File: src/rtl/ctaphid_pkg.sv
// Shared types and constants of the CTAPHID message reassembler.
package ctaphid_pkg;

    // Report framing
    localparam int REPORT_BYTES = 64;
    localparam int POS_W        = $clog2(REPORT_BYTES);
    localparam int INIT_DATA    = 57;
    localparam int CONT_DATA    = 59;

    // Channel and command codes
    localparam logic [31:0] CID_ALL    = 32'hFFFF_FFFF;
    localparam logic [6:0]  CMD_PING   = 7'h01;
    localparam logic [6:0]  CMD_MSG    = 7'h03;
    localparam logic [6:0]  CMD_INIT   = 7'h06;
    localparam logic [6:0]  CMD_WINK   = 7'h08;
    localparam logic [6:0]  CMD_CBOR   = 7'h10;
    localparam logic [6:0]  CMD_CANCEL = 7'h11;
    localparam logic [7:0]  HDR_INIT   = {1'b1, CMD_INIT};

    // Input opcodes
    localparam logic [1:0] OP_BYTE = 2'd0;
    localparam logic [1:0] OP_TICK = 2'd1;
    localparam logic [1:0] OP_READ = 2'd2;

    // Result kinds
    localparam logic [2:0] RK_ERROR  = 3'd0;
    localparam logic [2:0] RK_EXEC   = 3'd1;
    localparam logic [2:0] RK_WINK   = 3'd2;
    localparam logic [2:0] RK_CANCEL = 3'd3;
    localparam logic [2:0] RK_READ   = 3'd4;

    // Error kinds
    localparam logic [2:0] ERR_CID     = 3'd0;
    localparam logic [2:0] ERR_BUSY    = 3'd1;
    localparam logic [2:0] ERR_SEQ     = 3'd2;
    localparam logic [2:0] ERR_LEN     = 3'd3;
    localparam logic [2:0] ERR_CMD     = 3'd4;
    localparam logic [2:0] ERR_TIMEOUT = 3'd5;

    localparam logic [15:0] TIMEOUT_RESET = 16'd3000;

    // Output queue
    localparam int OUT_FIFO_DEPTH = 4;
    localparam int OUT_CNT_W      = $clog2(OUT_FIFO_DEPTH + 1);

    typedef struct packed {
        logic [2:0]  result_kind;
        logic [31:0] channel_id;
        logic [6:0]  command_code;
        logic [2:0]  error_kind;
        logic [11:0] message_length;
        logic        do_wink;
        logic [7:0]  read_data;
    } t_result;

endpackage

File: src/rtl/ctaphid_out_fifo.sv
// Small result queue between the reassembler core and the output channel.
module ctaphid_out_fifo (
    input  logic                             i_clk,
    input  logic                             i_rst_n,
    input  logic                             i_push,
    input  ctaphid_pkg::t_result             i_push_data,
    input  logic                             i_pop,
    output logic                             o_valid,
    output ctaphid_pkg::t_result             o_data,
    output logic [ctaphid_pkg::OUT_CNT_W-1:0] o_count
);
    import ctaphid_pkg::*;

    localparam int PW = $clog2(OUT_FIFO_DEPTH);

    t_result              r_mem [OUT_FIFO_DEPTH];
    logic [PW-1:0]        r_wr_ptr;
    logic [PW-1:0]        r_rd_ptr;
    logic [OUT_CNT_W-1:0] r_count;
    logic                 w_pop;

    assign w_pop   = i_pop && (r_count != '0);
    assign o_valid = (r_count != '0);
    assign o_data  = r_mem[r_rd_ptr];
    assign o_count = r_count;

    always_ff @(posedge i_clk) begin
        if (!i_rst_n) begin
            r_wr_ptr <= '0;
            r_rd_ptr <= '0;
            r_count  <= '0;
        end else begin
            if (i_push) begin
                r_wr_ptr <= r_wr_ptr + PW'(1);
            end
            if (w_pop) begin
                r_rd_ptr <= r_rd_ptr + PW'(1);
            end
            if (i_push && !w_pop) begin
                r_count <= r_count + OUT_CNT_W'(1);
            end else if (!i_push && w_pop) begin
                r_count <= r_count - OUT_CNT_W'(1);
            end
        end
    end

    always_ff @(posedge i_clk) begin
        if (i_push) begin
            r_mem[r_wr_ptr] <= i_push_data;
        end
    end

endmodule

File: config.mk
export PLATFORM = sky130hd
export DESIGN_NAME = ctaphid_out_fifo
export DESIGN_NICKNAME = d
export VERILOG_FILES = /design/src/rtl/ctaphid_pkg.sv /design/src/rtl/ctaphid_out_fifo.sv
export SDC_FILE = /design/constraint.sdc
export NUM_CORES = 1
export LEC_CHECK = 0
export ABC_AREA = 1
export BUFFER_PORTS_ARGS = -buffer_cell sky130_fd_sc_hd__clkbuf_2
export CORE_MARGIN = 5
export CORE_UTILIZATION = 55
export CTS_BUF_LIST = sky130_fd_sc_hd__clkbuf_8
export DETAILED_ROUTE_END_ITERATION = 7
export GPL_TIMING_DRIVEN = 0
export PLACE_DENSITY = 0.82
export SKIP_CTS_REPAIR_TIMING = 1
export SLEW_MARGIN = 20
export SYNTH_ARGS = -nofsm -noshare
export SYNTH_HDL_FRONTEND = slang
export SYNTH_SLANG_ARGS = --single-unit
File: constraint.sdc
create_clock -name i_clk -period 5.1 [get_ports i_clk]
set_input_delay 0.255 -clock i_clk [delete_from_list [all_inputs] [get_ports i_clk]]
set_output_delay 0.255 -clock i_clk [all_outputs]
set_load 0.05 [all_outputs]
==> metrics <==
outcome finished clean; final worst-path cycle share 52.22%; Yosys top cell by area edfxtp_1; CP bufs+invs 3; WL per Instance 18.62 um; Slowest-stage cell, CP dfxtp_1; cell depth of the worst flop-to-flop path 12; Tightest Hold Check Type in -> reg; Peak supply drop 0.4616 mV; area grow syn2layout 24.66%; number of port buffers 139; htree depth 2; CTS Sinks 273; RSZ-0062 raised after global routing false; max cap viols 0; Die W 150.4 um; Total Neg Setup Slack 0 ps; critical path fanouts, max 10; setup slack at placement 2974 ps; final hold vios 0; flops & latches, synth 273; Die ar. 22620 sq um; Post-Syn Area 10840 sq um; relative slew slack 60.87%; Starting Density 55.69%; Avg Cell Area, Syn 15.48 sq um; Via density 5.294; critical path's top delay family buffers and inverters; Worst Path Arrival 2410 ps; Setup WS post-layout 2437 ps; slowest stage delay, CP 540 ps; antenna violations before repair 1; unique cell type count in the Yosys netlist 24; root buffer cell clkbuf_8; vias in the first global route 6545; Area contributors post-synth edfxtp_1 (73%), o21ai_0 (5.6%), o22ai_2 (4.6%); CP startpoint kind flop; Die Ht 150.4 um; min-delay src i_pop; Cells after Synth 700; CP Capture Type output pin; Final Critical Period 2663 ps; gpl congestion 0.7346; Power Total 6.733 mW; Cell Pwr Density 498.3 nW/um^2; Synth top area share 73.14%; final WL 23.36 mm; ANT nets after route 0; Worst Skew 18.84 ps; DR pass1 iterations 5; DRT iter0 DRCs 516; Core Region 19460 sq um; number of fill cells in the layout 1291; R2R setup slack 3260 ps; DR vias 6644; hold path endpoint r_rd_ptr[0]; Mapped Nets 776; maximum buffer depth of the clock tree 3; Max Transition Viols Final 0; clock-pin slew on the worst setup and hold paths 60 ps; Worst Tran Pin Value 587.0 ps; TritonCTS clock tree built; num ports 140; FMAX 375.5 MHz; crit-path cells buf_6, clkbuf_1, nor2_1, o22ai_2, clkbuf_2; number of synthesis warnings 0; largest net degree at the start of global routing 51; fraction of layout cells with a size suffix above 1 31.75%; Residual DRC 0; Setup Viol. Count Final 0; reg-to-reg startpoint o_count[0]; Final Net Count 1031; Total GRT Usage 20.36%; FP Rows 51; sequential fraction of the synthesis area 74.80%; worst skew pair latency 540 ps; Num CTS Buffers 43; Req. time, crit path 4850 ps; DPL Wire Length 14.39 mm; Leak 4.839 nW; critical path type reg -> out; first-pass GRT wire length 35.14 mm; Critical R2R Capture o_count[2]; worst hold path depth 3; GRT Residual Overflow 0
-- report_power, final --
group / internal (mW) / switching [mW] / leakage [nW]
registers: 2.58 / 0.0466 / 2.50
clock network: 1.00 / 0.803 / 0.471
logic: 0.589 / 1.72 / 1.87
-- state kept, by name (all words and copies together) (netlist names), named ones only --
name,count
r_mem,264
r_wr_ptr,2
r_rd_ptr,2
o_count,3
-- logic make-up (layout without fill, tap and decap cells) --
family	count (synthesis)	in the layout	share of synthesized area, %
xor+xnor	1	1	0.08082
fa+ha+maj	6	6	0.7619
other cells	0	1	0
flops	273	273	74.80
simple gates	156	156	8.346
buf+inv	58	347	3.290
compound gates	206	206	12.72
-- worst register-to-register path, delay by kind of cell, from the launching register on --
kind / cells / cell delay [ps]
fa+ha+maj: 2 / 570
simple gates: 8 / 690
flops: 1 / 360
buf+inv: 2 / 130
-- layout make-up --
type                    instances  area [sq um]  area share [%]
diodes                          1         2.502         0.01852
plain buffers                  42         291.5           2.158
clock buffers                  47         646.9           4.787
clock inverters                32         205.2           1.519
inverters                      16         75.07          0.5556
multi-input cells             369          2375           17.58
flip-flops and latches        273          8108           60.01
well taps                     265         331.6           2.454
repair buffers                210          1476           10.93
-- layout by cell type, fill, tap and decap left out, types with 10 or more instances in the layout --
master,Yosys,routed
nand2_1,15,15
inv_1,14,19
o22ai_1,26,26
clkbuf_1,22,22
clkbuf_8,0,47
clkbuf_2,0,139
nor2_4,40,40
clkinv_1,0,15
edfxtp_1,264,264
o21ai_0,121,121
o22ai_2,40,40
dlygate4sd3_1,0,67
nor2_1,92,92
o21ai_1,10,10
-- how the worst max path moves through the flow --
stage | startpoint | endpoint | depth (start not counted)
global route | flop | o_data[32] | 5
CTS | flop | o_data[8] | 5
global placement | r_wr_ptr[0] | r_mem[0][1] | 4
detailed placement | flop | o_data[8] | 5
floorplan | o_count[1] | o_count[1] | 8
finish | flop | o_data[8] | 5
-- layer usage --
layer / part of all wire, % / vias up / routed length (um) / global-route usage, %
met2: 50 / 249 / 11750 / 33.10
met3: 7.2 / 26 / 1675 / 4.786
li1: - / 3145 / - / -
met1: 41 / 3224 / 9652 / 27.62
met5: 0 / - / 0 / 0
met4: 1.2 / 0 / 288 / 6.130
-- stage by stage --
stage	std cells	util (%)	cell area (sq um)	hold WS, ps
global placement	1104	60.97	11870	471.9
detailed placement	1108	61.59	11990	475.3
CTS	1187	65.97	12840	-93.25
finish	1255	69.42	13510	31.93
global route	1255	69.42	13510	67.73
floorplan	700	-	10840	353.9
-- cells in the mapped netlist (all sizes together) --
cell type,instances
ha,5
xor2,1
nand3,3
a21oi,5
nand2,15
buf,20
o22ai,66
dfxtp,9
edfxtp,264
o21ai,135
fa,1
inv,16
clkbuf,22
nor2,138
Power figures use the tool's default switching activity.
